[config.mk]
export PLATFORM = sky130hd
export DESIGN_NAME = aoi_front
export DESIGN_NICKNAME = d
export VERILOG_FILES = /design/src/sv/aoi_pkg.sv /design/src/sv/aoi_front.sv
export SDC_FILE = /design/constraint.sdc
export NUM_CORES = 1
export LEC_CHECK = 0
export BUFFER_PORTS_ARGS = -buffer_cell sky130_fd_sc_hd__buf_4
export CORE_ASPECT_RATIO = 1.75
export CORE_MARGIN = 1
export CORE_UTILIZATION = 52
export DETAILED_ROUTE_END_ITERATION = 12
export GPL_ROUTABILITY_DRIVEN = 0
export PLACE_DENSITY = 0.79
export SYNTH_ARGS = -nofsm -noshare
export SYNTH_HDL_FRONTEND = slang
export SYNTH_SLANG_ARGS = --single-unit
export TNS_END_PERCENT = 100
[constraint.sdc]
create_clock -name clock -period 5.8 [get_ports clock]
set_input_delay 0.58 -clock clock [delete_from_list [all_inputs] [get_ports clock]]
set_output_delay 0.58 -clock clock [all_outputs]
set_load 0.01 [all_outputs]
[src/sv/aoi_pkg.sv]
// ----------------------------------------------------------------------------
// aoi_pkg: shared types and constants of the area-of-interest filter
// Field widths, command and status codes, table geometry and the words that
// move between the front queue, the back sequencer and the top level.
// ----------------------------------------------------------------------------
`timescale 1ns / 1ps

package aoi_pkg;

   localparam int MAX_ENTITIES = 64;
   localparam int COORD_BITS   = 20;

   localparam int IDX_W     = $clog2(MAX_ENTITIES);
   localparam int CNT_W     = $clog2(MAX_ENTITIES + 1);
   localparam int ID_W      = 32;
   localparam int FRAME_W   = 32;
   localparam int ACT_W     = 3;
   localparam int STAT_W    = 3;
   localparam int PRIO_W    = 2;
   localparam int RAD_W     = 19;
   localparam int FRAC_W    = 10;
   localparam int IV_W      = 8;
   localparam int CSR_W     = 19;
   localparam int CSR_IDX_W = 3;

   localparam int DIFF_W  = COORD_BITS;
   localparam int SQ_W    = 2 * DIFF_W;
   localparam int DIST_W  = SQ_W + 2;
   localparam int SDIST_W = DIST_W + 16;
   localparam int RSQ_W   = 2 * RAD_W;
   localparam int FSQ_W   = 2 * FRAC_W;
   localparam int PROD_W  = FSQ_W + RAD_W;
   localparam int BND_W   = FSQ_W + RSQ_W;
   localparam int CMP_W   = (SDIST_W > BND_W) ? SDIST_W : BND_W;
   localparam int MOD_CNT_W = $clog2(FRAME_W + 1);

   localparam int QDEPTH  = 2;
   localparam int QPTR_W  = 1;
   localparam int QCNT_W  = $clog2(QDEPTH + 1);

   localparam logic [ACT_W-1:0] ACT_REGISTER = 3'd0;
   localparam logic [ACT_W-1:0] ACT_MOVE     = 3'd1;
   localparam logic [ACT_W-1:0] ACT_REMOVE   = 3'd2;
   localparam logic [ACT_W-1:0] ACT_QUERY    = 3'd3;
   localparam logic [ACT_W-1:0] ACT_CLEAR    = 3'd4;

   localparam logic [STAT_W-1:0] STAT_DONE    = 3'd0;
   localparam logic [STAT_W-1:0] STAT_UNKNOWN = 3'd1;
   localparam logic [STAT_W-1:0] STAT_FULL    = 3'd2;
   localparam logic [STAT_W-1:0] STAT_HIT     = 3'd3;
   localparam logic [STAT_W-1:0] STAT_NONE    = 3'd4;

   localparam logic [PRIO_W-1:0] PRIO_NEAR = 2'd0;
   localparam logic [PRIO_W-1:0] PRIO_MID  = 2'd1;
   localparam logic [PRIO_W-1:0] PRIO_FAR  = 2'd2;

   localparam logic [CSR_IDX_W-1:0] CFG_RADIUS   = 3'd0;
   localparam logic [CSR_IDX_W-1:0] CFG_NEAR_FR  = 3'd1;
   localparam logic [CSR_IDX_W-1:0] CFG_FAR_FR   = 3'd2;
   localparam logic [CSR_IDX_W-1:0] CFG_NEAR_IV  = 3'd3;
   localparam logic [CSR_IDX_W-1:0] CFG_MID_IV   = 3'd4;
   localparam logic [CSR_IDX_W-1:0] CFG_FAR_IV   = 3'd5;

   localparam logic [RAD_W-1:0]  RADIUS_RST  = 19'd1600;
   localparam logic [FRAC_W-1:0] NEAR_FR_RST = 10'd77;
   localparam logic [FRAC_W-1:0] FAR_FR_RST  = 10'd179;
   localparam logic [IV_W-1:0]   NEAR_IV_RST = 8'd1;
   localparam logic [IV_W-1:0]   MID_IV_RST  = 8'd2;
   localparam logic [IV_W-1:0]   FAR_IV_RST  = 8'd4;

   typedef struct packed {
      logic [ACT_W-1:0]             action;
      logic [ID_W-1:0]              entity_id;
      logic signed [COORD_BITS-1:0] pos_x;
      logic signed [COORD_BITS-1:0] pos_y;
      logic signed [COORD_BITS-1:0] pos_z;
      logic [FRAME_W-1:0]           frame_number;
   } aoi_req_type;

   typedef struct packed {
      logic [STAT_W-1:0] status;
      logic [ID_W-1:0]   found_id;
      logic [PRIO_W-1:0] priority_res;
      logic              update_now;
      logic              last;
   } aoi_rsp_type;

   typedef struct packed {
      aoi_req_type req;
      logic        lookup;
   } aoi_cmd_type;

   typedef struct packed {
      logic [ID_W-1:0]              key;
      logic signed [COORD_BITS-1:0] x;
      logic signed [COORD_BITS-1:0] y;
      logic signed [COORD_BITS-1:0] z;
   } aoi_entry_type;

   typedef struct packed {
      logic [RSQ_W-1:0] r_sq;
      logic [BND_W-1:0] near_b;
      logic [BND_W-1:0] far_b;
      logic [IV_W-1:0]  near_iv;
      logic [IV_W-1:0]  mid_iv;
      logic [IV_W-1:0]  far_iv;
   } aoi_thr_type;

   typedef enum logic [2:0] {
      ST_IDLE,
      ST_LOOK,
      ST_DECIDE,
      ST_QSCAN,
      ST_FIN
   } aoi_state_type;

endpackage

[src/sv/aoi_front.sv]
// ----------------------------------------------------------------------------
// aoi_front: command intake and queue
// Takes command words, tags those that need a table lookup and holds them in
// a two-entry queue for the back sequencer.
// ----------------------------------------------------------------------------
`timescale 1ns / 1ps

module aoi_front (
   input  logic                 clock,
   input  logic                 reset,
   input  logic                 start,
   input  aoi_pkg::aoi_req_type req_data,
   output logic                 busy,
   input  logic                 pop,
   output logic                 cmd_valid,
   output aoi_pkg::aoi_cmd_type cmd
);

   aoi_pkg::aoi_cmd_type             q_ff [aoi_pkg::QDEPTH];
   logic [aoi_pkg::QPTR_W-1:0]       wr_ptr_ff, wr_ptr_in;
   logic [aoi_pkg::QPTR_W-1:0]       rd_ptr_ff, rd_ptr_in;
   logic [aoi_pkg::QCNT_W-1:0]       cnt_ff, cnt_in;
   logic                             push;
   logic                             do_pop;
   aoi_pkg::aoi_cmd_type             new_cmd;

   assign busy      = (cnt_ff == aoi_pkg::QCNT_W'(aoi_pkg::QDEPTH));
   assign cmd_valid = (cnt_ff != '0);
   assign cmd       = q_ff[rd_ptr_ff];
   assign push      = start && !busy;
   assign do_pop    = pop && cmd_valid;

   always_comb begin
      new_cmd.req    = req_data;
      new_cmd.lookup = req_data.action inside {aoi_pkg::ACT_REGISTER, aoi_pkg::ACT_MOVE,
                                               aoi_pkg::ACT_REMOVE, aoi_pkg::ACT_QUERY};
   end

   always_comb begin
      wr_ptr_in = wr_ptr_ff;
      rd_ptr_in = rd_ptr_ff;
      cnt_in    = cnt_ff;
      if (push) begin
         wr_ptr_in = (wr_ptr_ff == aoi_pkg::QPTR_W'(aoi_pkg::QDEPTH - 1)) ? '0 :
                     wr_ptr_ff + 1'b1;
      end
      if (do_pop) begin
         rd_ptr_in = (rd_ptr_ff == aoi_pkg::QPTR_W'(aoi_pkg::QDEPTH - 1)) ? '0 :
                     rd_ptr_ff + 1'b1;
      end
      if (push && !do_pop) begin
         cnt_in = cnt_ff + 1'b1;
      end else if (!push && do_pop) begin
         cnt_in = cnt_ff - 1'b1;
      end
   end

   always_ff @(posedge clock) begin
      if (reset) begin
         wr_ptr_ff <= '0;
         rd_ptr_ff <= '0;
         cnt_ff    <= '0;
      end else begin
         wr_ptr_ff <= wr_ptr_in;
         rd_ptr_ff <= rd_ptr_in;
         cnt_ff    <= cnt_in;
      end
   end

   always_ff @(posedge clock) begin
      if (push) begin
         q_ff[wr_ptr_ff] <= new_cmd;
      end
   end

endmodule

* After elaboration in Yosys (flattened, before gate mapping)
Memory sizes are Yosys's and may differ from the RTL's. A register that Yosys moved wholly into a read port is not among the register bits. Index checks and enable logic that the tools add are counted.
Operators by class: $add $sub $neg 4, equal/unequal tests 4, multiplexer cells 8, reductions and logical operators 11
Operator list (number):
- $eq A3 B2 Y1 const B | 2
- $mux W1 | 6
- $logic_and A1 B1 Y1 | 4
- $mux W2 | 2
- $reduce_bool A2 Y1 | 2
- $reduce_bool A4 Y1 | 1
- $eq A3 B1 Y1 const B | 1
- $logic_not A1 Y1 | 3
- $logic_not A3 Y1 | 1
- $add A1 B1 Y1 const B | 2
- $add A2 B1 Y2 const B | 1
- $eq A2 B2 Y1 const B | 1
- $sub A2 B1 Y2 const B | 1
Word-level totals: flip-flop bits (word level) 4, RAM bits 256, input port bits 131, output and inout port bits 130, logic and storage cells 31, memories 1
Memories:
- q_ff | words 2, width 128, rd ports 1, clocked after memory_dff 1, wr ports 1, RTL line aoi_front.sv:19 | aoi_pkg::aoi_cmd_type q_ff [aoi_pkg::QDEPTH];

* Logic depth before layout (Yosys ltp)
depth in word-level cells 7, gate-level depth with buffers 6, gate-level depth less buffers 6

* Worst setup path before layout
No wires, ideal clock.
kind input -> register, from input port start, to memory q_ff[1][0] (netlist name), enable pin, library setup time 0.503 ns, data arrival time 3.708 ns, data required time 5.297 ns, setup slack 1.589 ns, cell stages on the path 3, path buffers 0, cell sequence inv_1 nor2_1 and2_1
On the way: longest elaborated chain between the ends 3
RTL lines:
- from (decl) | RTL line aoi_front.sv:11 | input logic start,
- $logic_and A1 B1 Y1 | RTL line aoi_front.sv:30 | assign push = start && !busy;
- $mux W1 | RTL line aoi_front.sv:71 | if (push) begin
- $mux W1 (implied by the code) | RTL line aoi_front.sv:72 | q_ff[wr_ptr_ff] <= new_cmd;
- to (decl) | RTL line aoi_front.sv:19
No other way between the ends.

==> results.json <==
{
  "clock-root-buffer": "clkbuf_16",
  "layout-drive-gt1-share_pct": 59.8,
  "grt_usage_pct": 18.8,
  "power_frac_seq_pct": 47.7,
  "htreeDepth": 1,
  "combPwrFrac_pct": 26.3,
  "drtIter0Drc": 154,
  "syn_to_final_growth_pct": 29.5,
  "worst_pin_slew_ns": 1.04,
  "post_drt_wl_per_cell_um": 19.1,
  "power.internal_mw": 3.87,
  "core-area_sq_mm": 0.0180,
  "dieArea_sq_mm": 0.0188,
  "vdd_drop_max_v": 0.000514,
  "die_w_um": 104,
  "slowest_stage": "dfxtp_4",
  "worstSkewPairLatency_ns": 0.49,
  "hold_class": "input port to register",
  "diodes": 0,
  "cts-resized-gates": 0,
  "io_pins": 261,
  "cts_tree": "built",
  "path_class": "register to output port",
  "rsz0062_at_grt": "no",
  "antenna_found_initial": 0,
  "post-route-period-util_pct": 59.4,
  "drt-pass1-iter-count": 4,
  "first_global_vias": 5299,
  "setup-tns-final_ns": 0,
  "ys_types": 15,
  "ys_seq_area_share_pct": 82.0,
  "drc": 0,
  "final-setup-viol-count": 0,
  "numPortBuffers": 260,
  "synth-seq-cells": 261,
  "path_cells": "buf_4, mux2_2, buf_4",
  "start_util_pct": 52.8,
  "powerDensity_mw_per_mm2": 424,
  "p_leak_nw": 4.56,
  "cts_setup_buffers": 0,
  "vias_per_cell": 5.20,
  "synth_area_sq_mm": 0.00950,
  "vias": 4912,
  "fmax_ghz": 0.290,
  "path_delay_family": "buffers and inverters",
  "yosys_warnings": 0,
  "dp_hpwl_um": 12100,
  "syn_avg_cell_area_sq_um": 22.4,
  "layout_commonest_cell": "buf_4",
  "clock_path_buffers": 3,
  "crit_required_ns": 5.22,
  "finalHoldViolCount": 0,
  "skew_ns": 0.00675,
  "syn_nets": 556,
  "grt_pass1_wl_um": 27000,
  "post-route-min-period_ns": 3.44,
  "hold_buffers": 0,
  "netlist_instances": 424,
  "clock_power_share_pct": 26.1,
  "rows": 65,
  "cp.arrival_ns": 2.86,
  "crit_buf_inv": 2,
  "finalMaxSlewViolations": 0,
  "drt-total-wl_um": 18100,
  "final_cell_mix": "263 x buf_4, 256 x edfxtp_1, 128 x mux2_2, 23 x clkbuf_16, 7 x clkbuf_1",
  "end_kind": "output port",
  "slowest_delay_ns": 0.83,
  "dieHeight_um": 181,
  "grt-ovfl-total": 0,
  "cp_max_fo": 69,
  "fin_nets": 829,
  "fin_hold_ws_ns": 0.270,
  "clock_sinks": 261,
  "switching_share_pct": 25.8,
  "max_slew_margin_pct": 31.0,
  "drv_cap": 0,
  "outcome": "completed",
  "power.switching_mw": 1.34,
  "clk_pin_slew_ns": 0.07,
  "ant_nets": 0,
  "cts_made_buffers": 22,
  "path_common_cell": "buf_4",
  "grt_max_degree": 82,
  "start_kind": "register"
}
==> synth_stat cells <==
master | number | share of area, %
xor2_1 | 3 | 0.28
a21oi_1 | 2 | 0.11
or2_2 | 1 | 0.066
o21ai_0 | 3 | 0.16
buf_6 | 10 | 1.2
and2_1 | 1 | 0.066
dfxtp_1 | 5 | 1.1
ha_1 | 1 | 0.13
inv_1 | 3 | 0.12
mux2_2 | 128 | 15
or3_1 | 2 | 0.13
nor2b_2 | 1 | 0.092
edfxtp_1 | 256 | 81
buf_4 | 4 | 0.32
nor2_1 | 4 | 0.16
==> flip-flops by register name, indices dropped and copies added (netlist names), named ones only <==
register,flops
wr_ptr_ff,1
q_ff,256
cnt_ff,2
rd_ptr_ff,1
==> worst reg2reg max path, cell delays in order (launching register included) <==
cell,delay [ns]
dfxtp_1,0.42
nor2b_2,0.09
or3_1,0.38
inv_4,0.76
buf_4,0.73
==> through the flow <==
step / std cells / utilization, % / power [mW] / cell area, sq um / setup slack [ns]
global route: 945 / 68.4 / 5.42 / 12300 / 2.21
floorplan: 424 / - / 3.30 / 9500 / 1.59
finish: 945 / 68.4 / 5.21 / 12300 / 2.36
CTS: 945 / 68.4 / 5.27 / 12300 / 2.33
detailed placement: 907 / 64.7 / 3.91 / 11600 / 2.76
global placement: 907 / 64.7 / 3.87 / 11600 / 2.85
==> power groups by stage <==
stage | combinational (mW) | sequential (mW) | clock, mW
global route | 1.45 | 2.51 | 1.45
detailed placement | 1.38 | 2.53 | 0
floorplan | 0.825 | 2.48 | 0
CTS | 1.39 | 2.49 | 1.39
finish | 1.37 | 2.49 | 1.36
global placement | 1.36 | 2.51 | 0
==> metal layers <==
metal	global-route usage (%)	wire length (um)	part of all wire, %
met5	0	0	0
met4	12.2	1180	6.5
met3	3.35	953	5.3
met2	35.5	10000	56
met1	18.6	5910	33
==> path summary, 6_finish.rpt <==
kind | start | slack [ns] | cells after the start | to
worst max-delay path | register | 2.36 | 3 | cmd[115]
worst min-delay path | req_data[51] | 0.27 | 1 | q_ff[1][52]
worst min register to register | wr_ptr_ff | 0.52 | 2 | wr_ptr_ff
worst max register to register | cnt_ff[0] | 3.01 | 4 | q_ff[0][88]
==> cell families (layout without fill, tap and decap cells) <==
kind of cell	Yosys count	count (layout)	share of synthesized area, %
muxes	128	128	15.2
buffers and inverters	17	304	1.62
and+or+nand+nor	9	9	0.514
AOI/OAI and AO/OA	5	5	0.263
xor gates and xnor gates	3	3	0.277
adders and majority gates	1	1	0.132
DFF	261	261	82.0
==> final cells by class <==
type / count / area, sq um
Clock buffer: 33 / 643
Fill cell: 1151 / 5680
Timing Repair Buffer: 263 / 1970
Inverter: 3 / 13.8
Tap cell: 234 / 293
Sequential cell: 261 / 7790
Multi-Input combinational cell: 146 / 1560
Clock inverter: 5 / 22.5
No activity file was read; power rests on OpenSTA's default activity.
